## config.mk

```make
export PLATFORM = sky130hd
export DESIGN_NAME = chs_sqrt_cell
export DESIGN_NICKNAME = d
export VERILOG_FILES = /design/src/design/chs_sqrt_cell.sv
export SDC_FILE = /design/constraint.sdc
export NUM_CORES = 1
export LEC_CHECK = 0
export ABC_AREA = 1
export BUFFER_PORTS_ARGS = -buffer_cell sky130_fd_sc_hd__buf_2
export CORE_MARGIN = 2
export CORE_UTILIZATION = 55
export DETAILED_ROUTE_END_ITERATION = 6
export PLACE_DENSITY = 0.9
export SETUP_SLACK_MARGIN = 0.3
export SYNTH_ARGS = -nofsm -noshare
export SYNTH_HDL_FRONTEND = slang
export SYNTH_SLANG_ARGS = --single-unit
```

## constraint.sdc

```tcl
create_clock -name clk -period 0.9 [get_ports clk]
set_input_delay 0.225 -clock clk [delete_from_list [all_inputs] [get_ports clk]]
set_output_delay 0.225 -clock clk [all_outputs]
set_load 0.02 [all_outputs]
```

## src/design/chs_sqrt_cell.sv

```systemverilog
// One result bit of the paired radius and height square roots.
`default_nettype none
module chs_sqrt_cell #(
    parameter int RW  = 34,
    parameter int QW  = 17,
    parameter int BIT = 0
) (
    input  wire logic          clk,
    input  wire logic          rst_n,
    input  wire logic          in_valid,
    input  wire logic [RW-1:0] in_rem_r,
    input  wire logic [QW-1:0] in_root_r,
    input  wire logic [RW-1:0] in_rem_h,
    input  wire logic [QW-1:0] in_root_h,
    input  wire logic [15:0]   in_angle,
    output logic               out_valid,
    output logic [RW-1:0]      out_rem_r,
    output logic [QW-1:0]      out_root_r,
    output logic [RW-1:0]      out_rem_h,
    output logic [QW-1:0]      out_root_h,
    output logic [15:0]        out_angle
);
    logic [RW-1:0] test_r;
    logic [RW-1:0] test_h;
    logic [RW-1:0] rem_r_next;
    logic [RW-1:0] rem_h_next;
    logic [QW-1:0] root_r_next;
    logic [QW-1:0] root_h_next;
    logic          valid_reg;
    logic [RW-1:0] rem_r_reg;
    logic [RW-1:0] rem_h_reg;
    logic [QW-1:0] root_r_reg;
    logic [QW-1:0] root_h_reg;
    logic [15:0]   angle_reg;

    always_comb
    begin
        test_r = (RW'(in_root_r) << (BIT + 1)) + (RW'(1) << (2 * BIT));
        test_h = (RW'(in_root_h) << (BIT + 1)) + (RW'(1) << (2 * BIT));
        rem_r_next  = in_rem_r;
        root_r_next = in_root_r;
        rem_h_next  = in_rem_h;
        root_h_next = in_root_h;
        if (in_rem_r >= test_r)
        begin
            rem_r_next  = in_rem_r - test_r;
            root_r_next = in_root_r | (QW'(1) << BIT);
        end
        if (in_rem_h >= test_h)
        begin
            rem_h_next  = in_rem_h - test_h;
            root_h_next = in_root_h | (QW'(1) << BIT);
        end
    end

    always_ff @(posedge clk or negedge rst_n)
    begin
        if (!rst_n)
        begin
            valid_reg <= 1'b0;
        end
        else
        begin
            valid_reg <= in_valid;
        end
    end

    always_ff @(posedge clk)
    begin
        rem_r_reg  <= rem_r_next;
        root_r_reg <= root_r_next;
        rem_h_reg  <= rem_h_next;
        root_h_reg <= root_h_next;
        angle_reg  <= in_angle;
    end

    assign out_valid  = valid_reg;
    assign out_rem_r  = rem_r_reg;
    assign out_root_r = root_r_reg;
    assign out_rem_h  = rem_h_reg;
    assign out_root_h = root_h_reg;
    assign out_angle  = angle_reg;
endmodule
`default_nettype wire

```

==> flow_metrics.tcl, run 1 <==
set metrics [dict create \
    ys_seq_elements 119 \
    cts-root-buf "clkbuf_16" \
    clock-sinks 119 \
    ctsHtreeMaxLevel 4 \
    ys_types 39 \
    synth_area_leaders "dfxtp_1, nand2_1, inv_1" \
    stop_error "[ERROR DPL-0038] Utilization greater than 100%, impossible to legalize" \
    syn_area_per_cell_sq_um 7.09 \
    cts_resized 469 \
    pin_count 240 \
    floorplan.initialDensity_pct 56.8 \
    synth_top_area_cell "dfxtp_1" \
    gp_congestion 1.03 \
    die_h_um 116 \
    die_w_um 116 \
    placement.io_buffers 239 \
    place_hpwl_um 21100 \
    yosysTopAreaCellShare_pct 34.4 \
    rows 40 \
    synth_warnings 0 \
    syn_inst 970 \
    dpl_cell_area_sq_mm 0.0102 \
    yosysSeqAreaShare_pct 34.7 \
    hold_buffers 46 \
    synth_nets 1129 \
    post-cts-setup-buffers 36 \
    haltStage "4_1_cts" \
    status "stopped before the end" \
    ctsLongestPathBuffers 2 \
    syn_area_sq_mm 0.00688 \
    numCtsBuffers 17 \
]
[per-stage QoR]
stage	hold WS [ps]	std cells	worst slack, ps
2_1_floorplan	-70.6	970	-747
3_3_place_gp	-0.810	1554	-1100
3_5_place_dp	0.852	1554	-1150
[logic make-up after synthesis]
group | Yosys count | synth area share (%)
AND/OR/NAND/NOR | 523 | 33.3
AO/OA/AOI/OAI | 109 | 11.4
XOR/XNOR | 33 | 4.20
adder cells (fa/ha/maj) | 38 | 7.13
flip-flops | 119 | 34.7
buffers and inverters | 148 | 9.21
[synthesized netlist by cell type, drive strengths merged]
cell	instances
a21boi	2
a21o	2
a21oi	61
and2	1
buf	8
clkinv	1
dfrtp	1
dfxtp	118
fa	2
ha	36
inv	139
nand2	314
nand3	51
nand3b	8
nand4	17
nor2	106
nor2b	2
nor3	22
nor4	1
nor4b	1
o211ai	1
o21ai	41
o21bai	2
xnor2	23
xor2	10
==> run 2, diff against run 1 <==
Settings changed: CORE_UTILIZATION 55 to 40, PLACE_DENSITY 0.9 to default, PLACE_DENSITY_LB_ADDON from default to 0.15, SETUP_SLACK_MARGIN 0.3 to default.
==> run 2 against run 1 <==
Compared with the run above: the flow now finishes, with violations (negative setup slack); area after synthesis unchanged; synthesized cell count unchanged.
==> flow_metrics.tcl, run 2 <==
set metrics [dict create \
    die_w_um 135 \
    synth_flop_cell "dfxtp_1" \
    viasPerCell 5.13 \
    core_sq_mm 0.0167 \
    drc 0 \
    postLayoutCellArea_sq_mm 0.0140 \
    hold_viol 0 \
    rows 47 \
    yosysSeqAreaShare_pct 34.7 \
    tightest_slew_ps 389 \
    yosysMostFrequentCell "nand2_1" \
    yosysTopAreaCellShare_pct 34.4 \
    hold_depth 2 \
    grt_overflow 0 \
    syn_area_per_cell_sq_um 7.09 \
    worst_ep_required_time_ps 1260 \
    grt_max_degree 17 \
    syn_area_sq_mm 0.00688 \
    fin_nets 1666 \
    wire_per_inst_um 18.3 \
    dpl_cell_area_sq_mm 0.0101 \
    max_cap_violations 0 \
    grt_pass1_wl_um 42000 \
    critPathArrivalTime_ps 1950 \
    layout_common_cells "buf_4, nand2_1, buf_6" \
    gp_congestion 0.903 \
    clock-sinks 119 \
    synth_edf_count 0 \
    die-area_sq_mm 0.0183 \
    hold_path_end "out_root_r[11]" \
    num_vias 8924 \
    total_power_w 0.0211 \
    layout_commonest_cell "buf_4" \
    ctsLongestPathBuffers 2 \
    setup_viol 189 \
    synth_warnings 0 \
    rsz0062_at_grt "true" \
    ys_seq_elements 119 \
    ys_types 39 \
    synth_nets 1129 \
    post-route-util_pct 84.0 \
    antenna_found_initial 0 \
    async_flop_share_pct 0.840 \
    powerDensity_mw_per_mm2 1500 \
    fmax_ghz 0.629 \
    syn_inst 970 \
    placement.io_buffers 239 \
    period_share_pct 177 \
    status "finished with violations" \
    firstDrtPassIters 5 \
    synthTopCellsByCount "nand2_1, inv_1, dfxtp_1, nor2_1, nand3_1" \
    start_kind "primary input" \
    worstSetupPathType "in2reg" \
    numCtsBuffers 17 \
    worst_slack_ps -689 \
    routed_wirelength_um 31800 \
    ir_drop_mv 1.46 \
    first_iter_violations 616 \
    worstSetupEndpointType "flip-flop" \
    cts-root-buf "clkbuf_16" \
    pin_count 240 \
    place_hpwl_um 18400 \
    antenna_left 0 \
    ctsHtreeMaxLevel 4 \
    grt_pass1_vias 8677 \
    antennaDiodeCount 0 \
    floorplan.initialDensity_pct 41.2 \
    fin_crit_ps 1590 \
    area_delta_synth_final_pct 104 \
    synth_top_area_cell "dfxtp_1" \
    path_clk_slew_ps 60 \
    drive_gt1_share_pct 66.1 \
    die_h_um 135 \
    hp-class "in2reg" \
    slew_violations 0 \
    synth_area_leaders "dfxtp_1, nand2_1, inv_1" \
    fin_hold_ws_ps 13.3 \
    grt_use_total_pct 29.6 \
    fillers 943 \
    cp_max_fo 4 \
    violations "negative setup slack" \
    p_leak_nw 6.64 \
    relSlewSlack_pct 73.8 \
    min_from "in_root_r[11]" \
    cts_tree "yes" \
]
[run 2: cell counts after synthesis]
Identical to the previous run, type by type.
[run 2: layer usage]
metal	track usage (%)	share of wire, %	vias to the layer above	wire length (um)
met1	30.9	35	4225	11200
met4	14.3	6.1	0	1940
li1	-	-	4156	-
met5	0	0	-	0
met2	57.2	54	388	17100
met3	4.88	5.1	155	1610
[run 2: stage by stage]
stage	TNS (ps)	cells	setup WS [ps]
after global routing	-68330	1740	-746
after floorplan	-47950	970	-747
after detailed placement	-69290	1603	-1080
final	-61910	1740	-689
after CTS	-55440	1712	-532
after global placement	-68270	1603	-1070
[run 2: critical path, stage by stage]
cell and delay, ps:
buf_2 110, inv_1 80, ha_4 220, a21oi_2 240, o21ai_0 220, a21oi_1 390
nand2_4 120, nand2_2 100, nand3b_1 100, a21oi_2 130
[run 2: worst max path at each step]
| stage | from | to | slack (ps) | cells after the start |
|---|---|---|---|---|
| 2_1_floorplan | in_root_h[0] | out_rem_h[13] | -750 | 12 |
| 3_3_place_gp | in_root_h[0] | out_rem_h[13] | -1070 | 14 |
| 3_5_place_dp | in_root_h[0] | out_rem_h[13] | -1080 | 14 |
| 4_1_cts | in_root_r[0] | out_rem_r[12] | -530 | 14 |
| 5_1_grt | in_root_h[8] | out_rem_h[24] | -750 | 10 |
| 6_report | in_root_h[10] | out_rem_h[32] | -690 | 10 |
[run 2: layout make-up]
cell class / instances / area [sq um] / area share, %
well taps: 220 / 275 / 1.96
clock inverters: 11 / 148 / 1.05
inverters: 140 / 563 / 4.01
repair buffers: 525 / 4650 / 33.1
flip-flops and latches: 119 / 2530 / 18.1
repair inverters: 1 / 11.3 / 0.0803
clock buffers: 21 / 460 / 3.28
multi-input cells: 703 / 5390 / 38.4
[run 2: repair_timing]
item,4_1_cts,5_1_grt
endpoints found under the setup margin,189,189
pin swaps,53,74
buffers inserted,23,30
endpoints found under the hold margin,50,0
gates cloned,4,4
gates resized for setup,547,196
hold buffers,50,0
[run 2: report_power, final]
group | leakage [nW] | internal [W] | switching [W]
clock network | 0.286 | 0.00450 | 0.00271
logic | 5.35 | 0.00376 | 0.00388
registers | 1.01 | 0.00596 | 0.000290
[run 2: kinds of logic (layout without fill, tap and decap cells)]
kind of cell	count (synthesis)	after routing	synth area share [%]
XOR/XNOR	33	33	4.20
flip-flops	119	119	34.7
buffers and inverters	148	698	9.21
AO/OA/AOI/OAI	109	109	11.4
adder cells (fa/ha/maj)	38	38	7.13
AND/OR/NAND/NOR	523	523	33.3
(Power assumes the default switching activity.)
==> run 3, diff against run 2 <==
Settings changed: CORE_ASPECT_RATIO from default to 0.8.
==> run 3 against run 2 <==
Compared with the run above: the flow still finishes with violations (negative setup slack); flip-flop and latch count is the same; global-route usage grew 3.0 points; hold slack lost 8.5 ps; critical path type unchanged; largest cell class unchanged.
==> flow_metrics.tcl, run 3 (synthesis results as in run 2) <==
set metrics [dict create \
    hold_depth 3 \
    firstDrtPassIters 5 \
    status "finished with violations" \
    hold_path_end "out_rem_r[3]" \
    switching_share_pct 32.7 \
    cts_tree "yes" \
    critPathArrivalTime_ps 1860 \
    die_w_um 151 \
    ctsLongestPathBuffers 2 \
    clock-sinks 119 \
    routed_wirelength_um 31000 \
    fin_nets 1673 \
    die_h_um 121 \
    placement.io_buffers 239 \
    ctsHtreeMaxLevel 4 \
    fin_crit_ps 1550 \
    post-route-util_pct 81.5 \
    power.switching_w 0.00689 \
    period_share_pct 172 \
    relSlewSlack_pct 76.9 \
    start_kind "primary input" \
    viasPerCell 4.97 \
    worst-path-buf-inv 6 \
    floorplan.initialDensity_pct 41.1 \
    path_cells "buf_2 -> inv_1 -> ha_4 -> nand2_1 -> nor2_2 -> buf_4 -> nand4_1 -> nand2_1 -> inv_2 -> nand3_4 -> inv_8 -> buf_12 -> nand2_2 -> o21ai_2" \
    grt_max_degree 17 \
    core_sq_mm 0.0167 \
    first_iter_violations 598 \
    setup_viol 189 \
    worstSetupEndpointType "flip-flop" \
    powerDensity_mw_per_mm2 1540 \
    layout_common_cells "buf_4, nand2_1, buf_6" \
    worstSetupPathType "in2reg" \
    cts-root-buf "clkbuf_16" \
    area_delta_synth_final_pct 98.2 \
    num_vias 8677 \
    violations "negative setup slack" \
    hp-class "in2reg" \
    p_leak_nw 6.49 \
    crit_slowest_cell "ha_4" \
    ir_drop_mv 1.67 \
    hold_viol 0 \
    antenna_found_initial 1 \
    die-area_sq_mm 0.0183 \
    fmax_ghz 0.645 \
    pin_count 240 \
    max_cap_violations 0 \
    grt_use_total_pct 32.6 \
    antenna_left 0 \
    rsz0062_at_grt "true" \
    seq_power_share_pct 29.9 \
    tightest_slew_ps 346 \
    grt_pass1_vias 8627 \
    grt_overflow 0 \
    post-place-cells 1638 \
    wire_per_inst_um 17.8 \
    drive_gt1_share_pct 63.2 \
    path_clk_slew_ps 60 \
    antennaDiodeCount 0 \
    worst_ep_required_time_ps 1210 \
    total_power_w 0.0210 \
    rows 42 \
    gp_congestion 0.914 \
    crit_path_frequent_cell "nand2_1" \
    stdcell_count 1747 \
    cpPeakStageDelay_ps 320 \
    numCtsBuffers 17 \
    min_from "in_rem_r[3]" \
    layout_commonest_cell "buf_4" \
    drc 0 \
    critPathTopFamily "simple AND/OR/NAND/NOR gates" \
    combPwrFrac_pct 35.1 \
    worst_slack_ps -650 \
    place_ws_ps -1110 \
    slew_violations 0 \
    cp_max_fo 7 \
    p_int_w 0.0142 \
    clkPwrFrac_pct 35.0 \
    place_hpwl_um 19800 \
    grt_pass1_wl_um 45200 \
]
-- run 3: cell count changes in the layout (fill, tap and decap cells not counted), sizes merged --
cell / before / now
buf: 472 / 483
clkbuf: 24 / 20
dlygate4sd3: 50 / 49
inv: 141 / 142
-- run 3: final cells by class --
class	count	area [sq um]
Clock buffer	19	453
Clock inverter	13	169
Fill cell	1021	3080
Inverter	140	537
Multi-Input combinational cell	703	5140
Sequential cell	119	2530
Tap cell	220	275
Timing Repair Buffer	533	4520
-- run 3: layer usage --
metal / part of all wire [%] / global-route usage (%) / up-vias
li1: - / - / 4153
met1: 44 / 44.1 / 4042
met2: 45 / 51.8 / 402
met3: 7.6 / 6.99 / 78
met4: 2.6 / 10.7 / 2
met5: 0.042 / 0 / -
-- run 3: power by group through the flow --
stage	combinational [W]	clock [W]	sequential, W
CTS	0.00677	0.00733	0.00625
detailed placement	0.00540	0	0.00610
floorplan	0.00216	0	0.00683
global route	0.00778	0.00766	0.00632
global placement	0.00535	0	0.00611
finish	0.00738	0.00737	0.00628
-- run 3: worst max path at each step --
stage | cells after the start | from | slack (ps) | to
floorplan | 12 | in_root_h[0] | -750 | out_rem_h[13]
global placement | 14 | in_root_h[0] | -1060 | out_rem_h[12]
detailed placement | 14 | in_root_h[0] | -1110 | out_rem_h[3]
CTS | 13 | in_root_r[0] | -560 | out_rem_r[5]
global route | 12 | in_root_r[16] | -680 | out_rem_r[33]
finish | 14 | in_root_h[4] | -650 | out_rem_h[12]
-- run 3: tightest hold or removal path, delay by kind of cell --
family | cells | cell delay (ps)
simple gates | 1 | 60
compound gates | 1 | 50
buf+inv | 1 | 80
-- run 3: repair_timing --
| item | in CTS | in global routing |
|---|---|---|
| cloned | 2 | 1 |
| endpoints found under the setup margin | 189 | 189 |
| hold buffers | 49 | 0 |
| endpoints found under the hold margin | 49 | 0 |
| resized for setup | 530 | 94 |
| setup buffers | 18 | 9 |
| pin swaps | 39 | 37 |
-- run 3: through the flow --
stage	instance area, sq um	setup TNS (ps)	hold slack [ps]
after floorplan	7290	-47950	-70.6
after global placement	10400	-70430	0.180
after detailed placement	10400	-72190	1.03
after CTS	13200	-59720	0.264
after global routing	13600	-69840	15.3
final	13600	-64170	4.84
