`src/design/chs_pkg.sv`:
```
// Shared types and constants for the cosine hemisphere sampler.
`default_nettype none
package chs_pkg;

    typedef struct packed {
        logic [15:0] u_radius;
        logic [15:0] u_angle;
    } request_t;

    typedef struct packed {
        logic signed [15:0] dir_x;
        logic signed [15:0] dir_y;
        logic [16:0]        dir_height;
        logic [13:0]        density;
    } result_t;

    localparam logic [31:0] KGAIN_Q32   = 32'd2608131496;
    localparam logic [31:0] INV_TAU_Q32 = 32'd683565276;
    localparam logic [16:0] HEIGHT_MAX  = 17'd65536;

    function automatic logic [31:0] atan_turn(input int step);
        logic [31:0] a;
        case (step)
            0:       a = 32'd536870912;
            1:       a = 32'd316933406;
            2:       a = 32'd167458907;
            3:       a = 32'd85004756;
            4:       a = 32'd42667331;
            5:       a = 32'd21354465;
            6:       a = 32'd10679838;
            7:       a = 32'd5340245;
            8:       a = 32'd2670163;
            9:       a = 32'd1335087;
            10:      a = 32'd667544;
            11:      a = 32'd333772;
            12:      a = 32'd166886;
            13:      a = 32'd83443;
            14:      a = 32'd41722;
            15:      a = 32'd20861;
            16:      a = 32'd10430;
            17:      a = 32'd5215;
            18:      a = 32'd2608;
            19:      a = 32'd1304;
            20:      a = 32'd652;
            21:      a = 32'd326;
            22:      a = 32'd163;
            23:      a = 32'd81;
            24:      a = 32'd41;
            25:      a = 32'd20;
            26:      a = 32'd10;
            27:      a = 32'd5;
            28:      a = 32'd3;
            29:      a = 32'd1;
            30:      a = 32'd1;
            default: a = 32'd0;
        endcase
        return a;
    endfunction

endpackage
`default_nettype wire

```
`src/design/chs_cordic_cell.sv`:
```
// One rotation step of the quarter-turn vector rotator.
`default_nettype none
module chs_cordic_cell #(
    parameter int XW   = 19,
    parameter int ZW   = 34,
    parameter int STEP = 0
) (
    input  wire logic                 clk,
    input  wire logic                 rst_n,
    input  wire logic                 in_valid,
    input  wire logic signed [XW-1:0] in_x,
    input  wire logic signed [XW-1:0] in_y,
    input  wire logic signed [ZW-1:0] in_z,
    input  wire logic [1:0]           in_quad,
    input  wire logic [16:0]          in_height,
    output logic                      out_valid,
    output logic signed [XW-1:0]      out_x,
    output logic signed [XW-1:0]      out_y,
    output logic signed [ZW-1:0]      out_z,
    output logic [1:0]                out_quad,
    output logic [16:0]               out_height
);
    import chs_pkg::*;

    localparam logic signed [ZW-1:0] ATAN = ZW'(atan_turn(STEP));

    logic signed [XW-1:0] dx;
    logic signed [XW-1:0] dy;
    logic signed [XW-1:0] x_next;
    logic signed [XW-1:0] y_next;
    logic signed [ZW-1:0] z_next;
    logic                 valid_reg;
    logic signed [XW-1:0] x_reg;
    logic signed [XW-1:0] y_reg;
    logic signed [ZW-1:0] z_reg;
    logic [1:0]           quad_reg;
    logic [16:0]          height_reg;

    always_comb
    begin
        dx = in_y >>> STEP;
        dy = in_x >>> STEP;
        if (!in_z[ZW-1])
        begin
            x_next = in_x - dx;
            y_next = in_y + dy;
            z_next = in_z - ATAN;
        end
        else
        begin
            x_next = in_x + dx;
            y_next = in_y - dy;
            z_next = in_z + ATAN;
        end
    end

    always_ff @(posedge clk or negedge rst_n)
    begin
        if (!rst_n)
        begin
            valid_reg <= 1'b0;
        end
        else
        begin
            valid_reg <= in_valid;
        end
    end

    always_ff @(posedge clk)
    begin
        x_reg      <= x_next;
        y_reg      <= y_next;
        z_reg      <= z_next;
        quad_reg   <= in_quad;
        height_reg <= in_height;
    end

    assign out_valid  = valid_reg;
    assign out_x      = x_reg;
    assign out_y      = y_reg;
    assign out_z      = z_reg;
    assign out_quad   = quad_reg;
    assign out_height = height_reg;
endmodule
`default_nettype wire

```
`config.mk`:
```
export PLATFORM = sky130hd
export DESIGN_NAME = chs_cordic_cell
export DESIGN_NICKNAME = d
export VERILOG_FILES = /design/src/design/chs_pkg.sv /design/src/design/chs_cordic_cell.sv
export SDC_FILE = /design/constraint.sdc
export NUM_CORES = 1
export LEC_CHECK = 0
export ABC_AREA = 1
export BUFFER_PORTS_ARGS = -buffer_cell sky130_fd_sc_hd__buf_2
export CORE_UTILIZATION = 35
export DETAILED_ROUTE_END_ITERATION = 6
export PLACE_DENSITY = 0.55
export SLEW_MARGIN = 10
export SYNTH_ARGS = -nofsm -noshare
export SYNTH_HDL_FRONTEND = slang
export SYNTH_SLANG_ARGS = --single-unit
```
`constraint.sdc`:
```
create_clock -name clk -period 0.8 [get_ports clk]
set_input_delay 0.04 -clock clk [delete_from_list [all_inputs] [get_ports clk]]
set_output_delay 0.04 -clock clk [all_outputs]
set_load 0.05 [all_outputs]
```
==> flow_summary.ini, run 1 <==
[sta]
rsz0062_at_grt = yes
fin_tns_setup_ns = -16.31
drv_slew = 0
fin_crit_ns = 1.196
worst_pin_slew_ns = 0.3576
fin_crit_sh_pct = 149.5
slew_headroom_pct = 76.16
finalHoldViolCount = 0
fin_ws_ns = -0.3959
setup_viol_count_final = 126
max_freq_mhz = 836.2

[clock_network]
cts_buffers = 9
cts_tree = done
clock-sinks = 91
clockBufferDepth = 2
ctsRootBufferMaster = clkbuf_16
clkTransAtPathRegs_ns = 0.07
htreeDepth = 3

[routing]
top_layer = met4
wl_met2_um = 10530
num_vias = 6214
drt-pass1-iter-count = 5
viasPerCell = 4.725
ant_nets = 0
wl_per_cell_um = 15.79
wirelength_um = 20760
wl_met3_um = 934
drt_iter0_drc = 341
drc = 0
wl_met1_um = 8927

[floorplan]
die_area_um2 = 16030
start_util_pct = 35.74
dieWidth_um = 126.6
io_pins = 186
chipHeight_um = 126.6
rows = 45
coreArea_um2 = 15200

[grt]
grt_pass1_wl_um = 30500
grtUsageTotal_pct = 24.34
grt_pass1_vias = 6129
grt_max_degree = 21
antenna_found_initial = 0
grt_overflow_total = 0

[yosys]
synth_edf_count = 0
async_reset_ff_share_pct = 1.099
synth_area_um2 = 5434
syn_nets = 922
ys_ff_latch = 91
synth_top_area_share_pct = 33.16
yosysMostFrequentCell = nand2_1
synth_cells = 762
synth_largest_area_cell = dfxtp_1
ys_top_cells_by_count = 199 x nand2_1, 106 x inv_1, 90 x dfxtp_1
post_synth_num_cell_types = 31
yosysSeqAreaShare_pct = 33.62
ys_warn_count = 0
synthTopCellsByArea = dfxtp_1 33%, ha_1 14%, nand2_1 14%
syn_avg_cell_area_um2 = 7.131
synth_ff_type = dfxtp_1

[power]
p_leak_uw = 0.005268
power_density_nw_per_um2 = 1731
ir_worst_vdd_mv = 1.218
p_total_uw = 19020

[outcome]
outcome = finished, violations left
violations = negative setup slack

[run]
drv_cap = 0

[critical_path]
crit_path_frequent_cell = nand2_1
crit_chain = buf_12, inv_12, ha_4, buf_6, nand2_4, inv_2, nand2_1, nand2_1, nand2_1, nand3_2, nand2_1, nand2_1, nand2_1, nand3_1, nand2_1
path_delay_family = simple AND/OR/NAND/NOR gates
crit_path_end_kind = flop
start_kind = primary input
slowest_stage = ha_4
slowest_delay_ns = 0.38
crit_type = in -> reg
cp_max_fo = 8
crit_required_ns = 1.04
crit_buf_inv = 4
arrival_ns = 1.43

[finish]
layout.nets = 1282
fill_cells = 1101
area_delta_synth_final_pct = 102.2
layout-drive-gt1-share_pct = 59.01
n_antenna_cell = 0
stdcell_count = 1315

[placement]
place.detailed.instances = 1218
gp_congestion = 0.9240
io_buffers = 185
dp_slack_ns = -0.9020
dp_hpwl_um = 14230

[hold_path]
min_to = out_z[30]$_DFF_P_
whs_path_depth = 2
min-delay-start = in_z[29]
min_path_type = in -> reg
==> final cells by class <==
cell class	instances	area [µm²]	share of cell area (%)
multi-input cells	541	4328	39.38
repair buffers	372	3684	33.52
flip-flops and latches	91	1941	17.66
inverters	107	486.7	4.429
well taps	188	235.2	2.141
clock buffers	9	225.2	2.049
clock inverters	7	90.09	0.8198
==> through the flow <==
step | hold slack [ns] | instance area [µm²] | utilization, %
after detailed placement | -0.1770 | 7841 | 51.58
after global routing | 0.01967 | 10990 | 72.29
after global placement | -0.1775 | 7841 | 51.58
after CTS | -0.02623 | 10200 | 67.11
final | 0.02409 | 10990 | 72.29
after floorplan | -0.2556 | 6071 | -
==> how the worst max path moves through the flow <==
| stage | cells past startpoint | endpoint | from |
|---|---|---|---|
| floorplan | 11 | out_y[16]$_DFF_P_ | in_y[0] |
| global placement | 14 | out_y[16]$_DFF_P_ | in_y[0] |
| detailed placement | 12 | out_x[16]$_DFF_P_ | in_x[0] |
| CTS | 14 | out_y[18]$_DFF_P_ | in_x[7] |
| global route | 11 | out_y[16]$_DFF_P_ | in_x[11] |
| finish | 15 | out_x[18]$_DFF_P_ | in_x[4] |
==> where the power goes <==
| part | leakage [µW] | total [µW] | internal [µW] | switching [µW] |
|---|---|---|---|---|
| sequential | 0.000773 | 5530 | 5150 | 380 |
| combinational | 0.00434 | 8980 | 3970 | 5010 |
| clock | 0.000156 | 4500 | 2510 | 1990 |
| total | 0.00527 | 19000 | 11600 | 7380 |
==> routing by layer <==
metal  track usage (%)  vias to the layer above
li1                  -                     3143
met1             29.86                     2869
met2             44.13                      181
met3             3.838                       21
met4             6.237                        0
met5                 0                        -
==> flip-flops by register name, summed over array words and instances, names as in the netlist <==
signal and flops:
out_z 34, out_height 17, out_y 18, out_x 19, out_valid 1, out_quad 2
==> cells by family (layout without fill, tap and decap cells) <==
family | after synthesis | after routing | share of synthesized area [%]
simple gates | 351 | 351 | 26.89
buf+inv | 130 | 495 | 9.993
compound gates | 106 | 106 | 10.82
flops | 91 | 91 | 33.62
fa+ha+maj | 66 | 66 | 15.75
xor+xnor | 17 | 17 | 2.740
mux | 1 | 1 | 0.1842
==> cell usage in the layout, fill, tap and decap left out, types with 11 or more instances in the layout <==
cell type	n
nor2_4	19
inv_2	15
nor2_1	23
nand3_1	63
a21oi_1	18
a21oi_2	26
nand2_1	135
dlygate4sd3_1	53
buf_2	72
buf_4	102
nand3_2	18
nand2_2	49
ha_4	20
inv_1	76
o21ai_1	14
buf_6	52
nand2_4	12
buf_8	84
nor2_2	11
dfxtp_2	88
ha_1	38
==> timing repair <==
action | 4_1_cts | 5_1_grt
gates resized for setup | 463 | 180
endpoints found under the setup margin | 128 | 126
setup buffers | 14 | 18
pin swaps | 53 | 66
cloned | 0 | 0
hold endpoints to repair | 53 | 0
hold buffers | 53 | 0
(Power assumes the default switching activity.)
==> run 2, diff against run 1 <==
--- a/config.mk
+++ b/config.mk
@@ -5,11 +5,11 @@
 export SDC_FILE = /design/constraint.sdc
 export NUM_CORES = 1
 export LEC_CHECK = 0
-export ABC_AREA = 1
+export ABC_AREA = 0
 export BUFFER_PORTS_ARGS = -buffer_cell sky130_fd_sc_hd__buf_2
 export CORE_UTILIZATION = 35
 export DETAILED_ROUTE_END_ITERATION = 6
-export PLACE_DENSITY = 0.55
+export PLACE_DENSITY = 0.56
 export SLEW_MARGIN = 10
 export SYNTH_ARGS = -nofsm -noshare
 export SYNTH_HDL_FRONTEND = slang
==> constraint.sdc (replaced) <==
create_clock -name clk -period 1.29 [get_ports clk]
set_input_delay 0.0645 -clock clk [delete_from_list [all_inputs] [get_ports clk]]
set_output_delay 0.0645 -clock clk [all_outputs]
set_load 0.05 [all_outputs]
==> run 2 against run 1 <==
Against the previous run:
- the flow still finishes with violations (negative setup slack)
- cell count down 10%
- worst hold slack improved by 0.0064 ns
- sequential share of layout area increased by 2.1 points
- core utilization down 8.7 points
- combinational power fell by 46%
- critical path type unchanged
- largest cell class unchanged
- highest routed layer unchanged
==> flow_summary.ini, run 2 <==
[sta]
setup_viol_count_final = 28
worst_pin_slew_ns = 0.6049
fin_crit_ns = 1.937
rsz0062_at_grt = yes
max_freq_mhz = 516.3
fin_crit_sh_pct = 150.1
finalHoldViolCount = 0
fin_ws_ns = -0.6469
drv_slew = 0
slew_headroom_pct = 59.23

[routing]
wl_met3_um = 1137
top_layer = met4
wirelength_um = 18740
viasPerCell = 4.865
drt_iter0_drc = 328
wl_met2_um = 9453
wl_met1_um = 7831
wl_per_cell_um = 15.89
drt-pass1-iter-count = 4
num_vias = 5736
drc = 0
ant_nets = 0

[critical_path]
cp_max_fo = 3
crit_path_end_kind = flop
arrival_ns = 2.15
crit_chain = buf_8, ha_4, inv_2, fa_2, or2_1, a221o_1, and3_4, o21ai_4, o211ai_2, nor3b_2, or3_1
path_delay_family = simple AND/OR/NAND/NOR gates
cp.depth = 11
critPathCapture = out_y[16]$_DFF_P_
slowest_delay_ns = 0.34
crit_type = in -> reg
crit_buf_inv = 2
start_kind = primary input
startpoint = in_x[0]
slowest_stage = fa_2
crit_required_ns = 1.51

[floorplan]
dieWidth_um = 124.1
io_pins = 186
rows = 44
chipHeight_um = 124.1
coreArea_um2 = 14530
die_area_um2 = 15390
start_util_pct = 35.88

[placement]
gp_congestion = 0.9514
dp_hpwl_um = 14090
io_buffers = 185
dp_slack_ns = -1.151

[yosys]
synth_area_um2 = 5215
syn_avg_cell_area_um2 = 8.976
synth_compound_area_share_pct = 20.08
synth_cells = 581
muxShareOfSynthArea_pct = 2.879
synth_ff_type = dfxtp_1
yosysMostFrequentCell = dfxtp_1
synth_edf_count = 0
synth_top_family_by_area = compound AO/OA/AOI/OAI gates
ys_warn_count = 0
synth_largest_area_cell = dfxtp_1
ys_top_cells_by_count = 90 x dfxtp_1, 62 x ha_1, 56 x inv_1
syn_nets = 741
synth_top_area_share_pct = 34.55
ys_ff_latch = 91
post_synth_num_cell_types = 71
synthXorXnorAreaFrac_pct = 5.374
synth-adder-area-share_pct = 16.41
yosysSeqAreaShare_pct = 35.03
synth-simple-area-share_pct = 13.20
async_reset_ff_share_pct = 1.099
synthTopCellsByArea = dfxtp_1 35%, ha_1 15%, a21oi_1 5.1%

[grt]
grt_pass1_wl_um = 28060
grtUsageTotal_pct = 23.68
grt_max_degree = 28
grt_pass1_vias = 5788
grt_overflow_total = 0
antenna_found_initial = 0

[run]
drv_cap = 0

[clock_network]
htreeDepth = 3
cts_buffers = 9
ctsRootBufferMaster = clkbuf_16
cts_tree = done
clkTransAtPathRegs_ns = 0.07
clock-sinks = 91
clockBufferDepth = 2

[finish]
n_antenna_cell = 0
mostFrequentLayoutCell = buf_2
final_cell_mix = 179 x buf_2, 173 x buf_4, 90 x dfxtp_1
fill_cells = 1187
layout.nets = 1150
area_delta_synth_final_pct = 77.23
largest_reg_flops = 34
layout-drive-gt1-share_pct = 50.15

[power]
p_total_uw = 10670
p_leak_uw = 0.004410
power_density_nw_per_um2 = 1154
ir_worst_vdd_mv = 0.6076

[hold_path]
min_path_type = in -> async

[outcome]
violations = negative setup slack
outcome = finished, violations left
[run 2: cell count changes after synthesis, moves of 7 or more]
cell / before / now
nand2_1: 199 / 20
nand3_1: 86 / 6
inv_1: 106 / 56
xnor2_1: 4 / 28
mux2i_1: 1 / 15
nand2b_1: 0 / 9
nor3_1: 3 / 12
xor2_1: 13 / 4
nor2b_1: 0 / 8
o21a_1: 0 / 8
buf_4: 10 / 3
[run 2: through the flow]
step / TNS, ns / utilization (%) / cells / instance area (µm²) / hold WS, ns
final: -12.60 / 63.59 / 1179 / 9243 / 0.03047
after global routing: -14.56 / 63.59 / 1179 / 9243 / 0.03885
after CTS: -12.34 / 61.54 / 1169 / 8944 / 0.008566
after detailed placement: -26.52 / 52.77 / 1094 / 7670 / -0.1575
after global placement: -25.35 / 52.77 / 1094 / 7670 / -0.1583
after floorplan: -13.60 / - / 581 / 5406 / -0.2311
[run 2: area by class of cell]
class / count / area [µm²] / area share [%]
multi-input cells: 409 / 3734 / 40.40
repair buffers: 419 / 2913 / 31.51
flip-flops and latches: 91 / 1827 / 19.76
inverters: 60 / 242.7 / 2.626
well taps: 184 / 230.2 / 2.491
clock buffers: 9 / 225.2 / 2.437
clock inverters: 7 / 71.32 / 0.7716
[run 2: repair_timing]
item,in CTS,in global routing
resized for setup,76,45
hold buffers,52,0
hold endpoints to repair,52,0
pin swaps,39,25
setup endpoints to repair,28,29
setup buffers,7,11
[run 2: layer usage]
metal | vias to the layer above | global-route usage [%]
li1 | 2823 | -
met1 | 2694 | 28.85
met2 | 197 | 42.23
met3 | 22 | 3.480
met4 | 0 | 7.887
met5 | - | 0
[run 2: worst min path at each step]
stage                                endpoint  depth (start not counted)  slack, ns  startpoint
after global routing      out_valid$_DFF_PN0_                          2       0.04       rst_n
after global placement    out_valid$_DFF_PN0_                          1      -0.16       rst_n
after CTS                 out_valid$_DFF_PN0_                          2      0.009       rst_n
after detailed placement  out_valid$_DFF_PN0_                          1      -0.16       rst_n
final                     out_valid$_DFF_PN0_                          2       0.03       rst_n
after floorplan           out_valid$_DFF_PN0_                          0      -0.23       rst_n
[run 2: report_power, final]
part	total [µW]	internal, µW	switching (µW)
Clock	2560	1360	1200
Combinational	4820	1840	2980
Sequential	3280	3180	98.9
Total	10700	6380	4280
[run 2: cells by family after synthesis]
group,Yosys count
AO/OA/AOI/OAI,161
AND/OR/NAND/NOR,135
flip-flops,91
buffers and inverters,81
adder cells (fa/ha/maj),66
XOR/XNOR,32
multiplexers,15
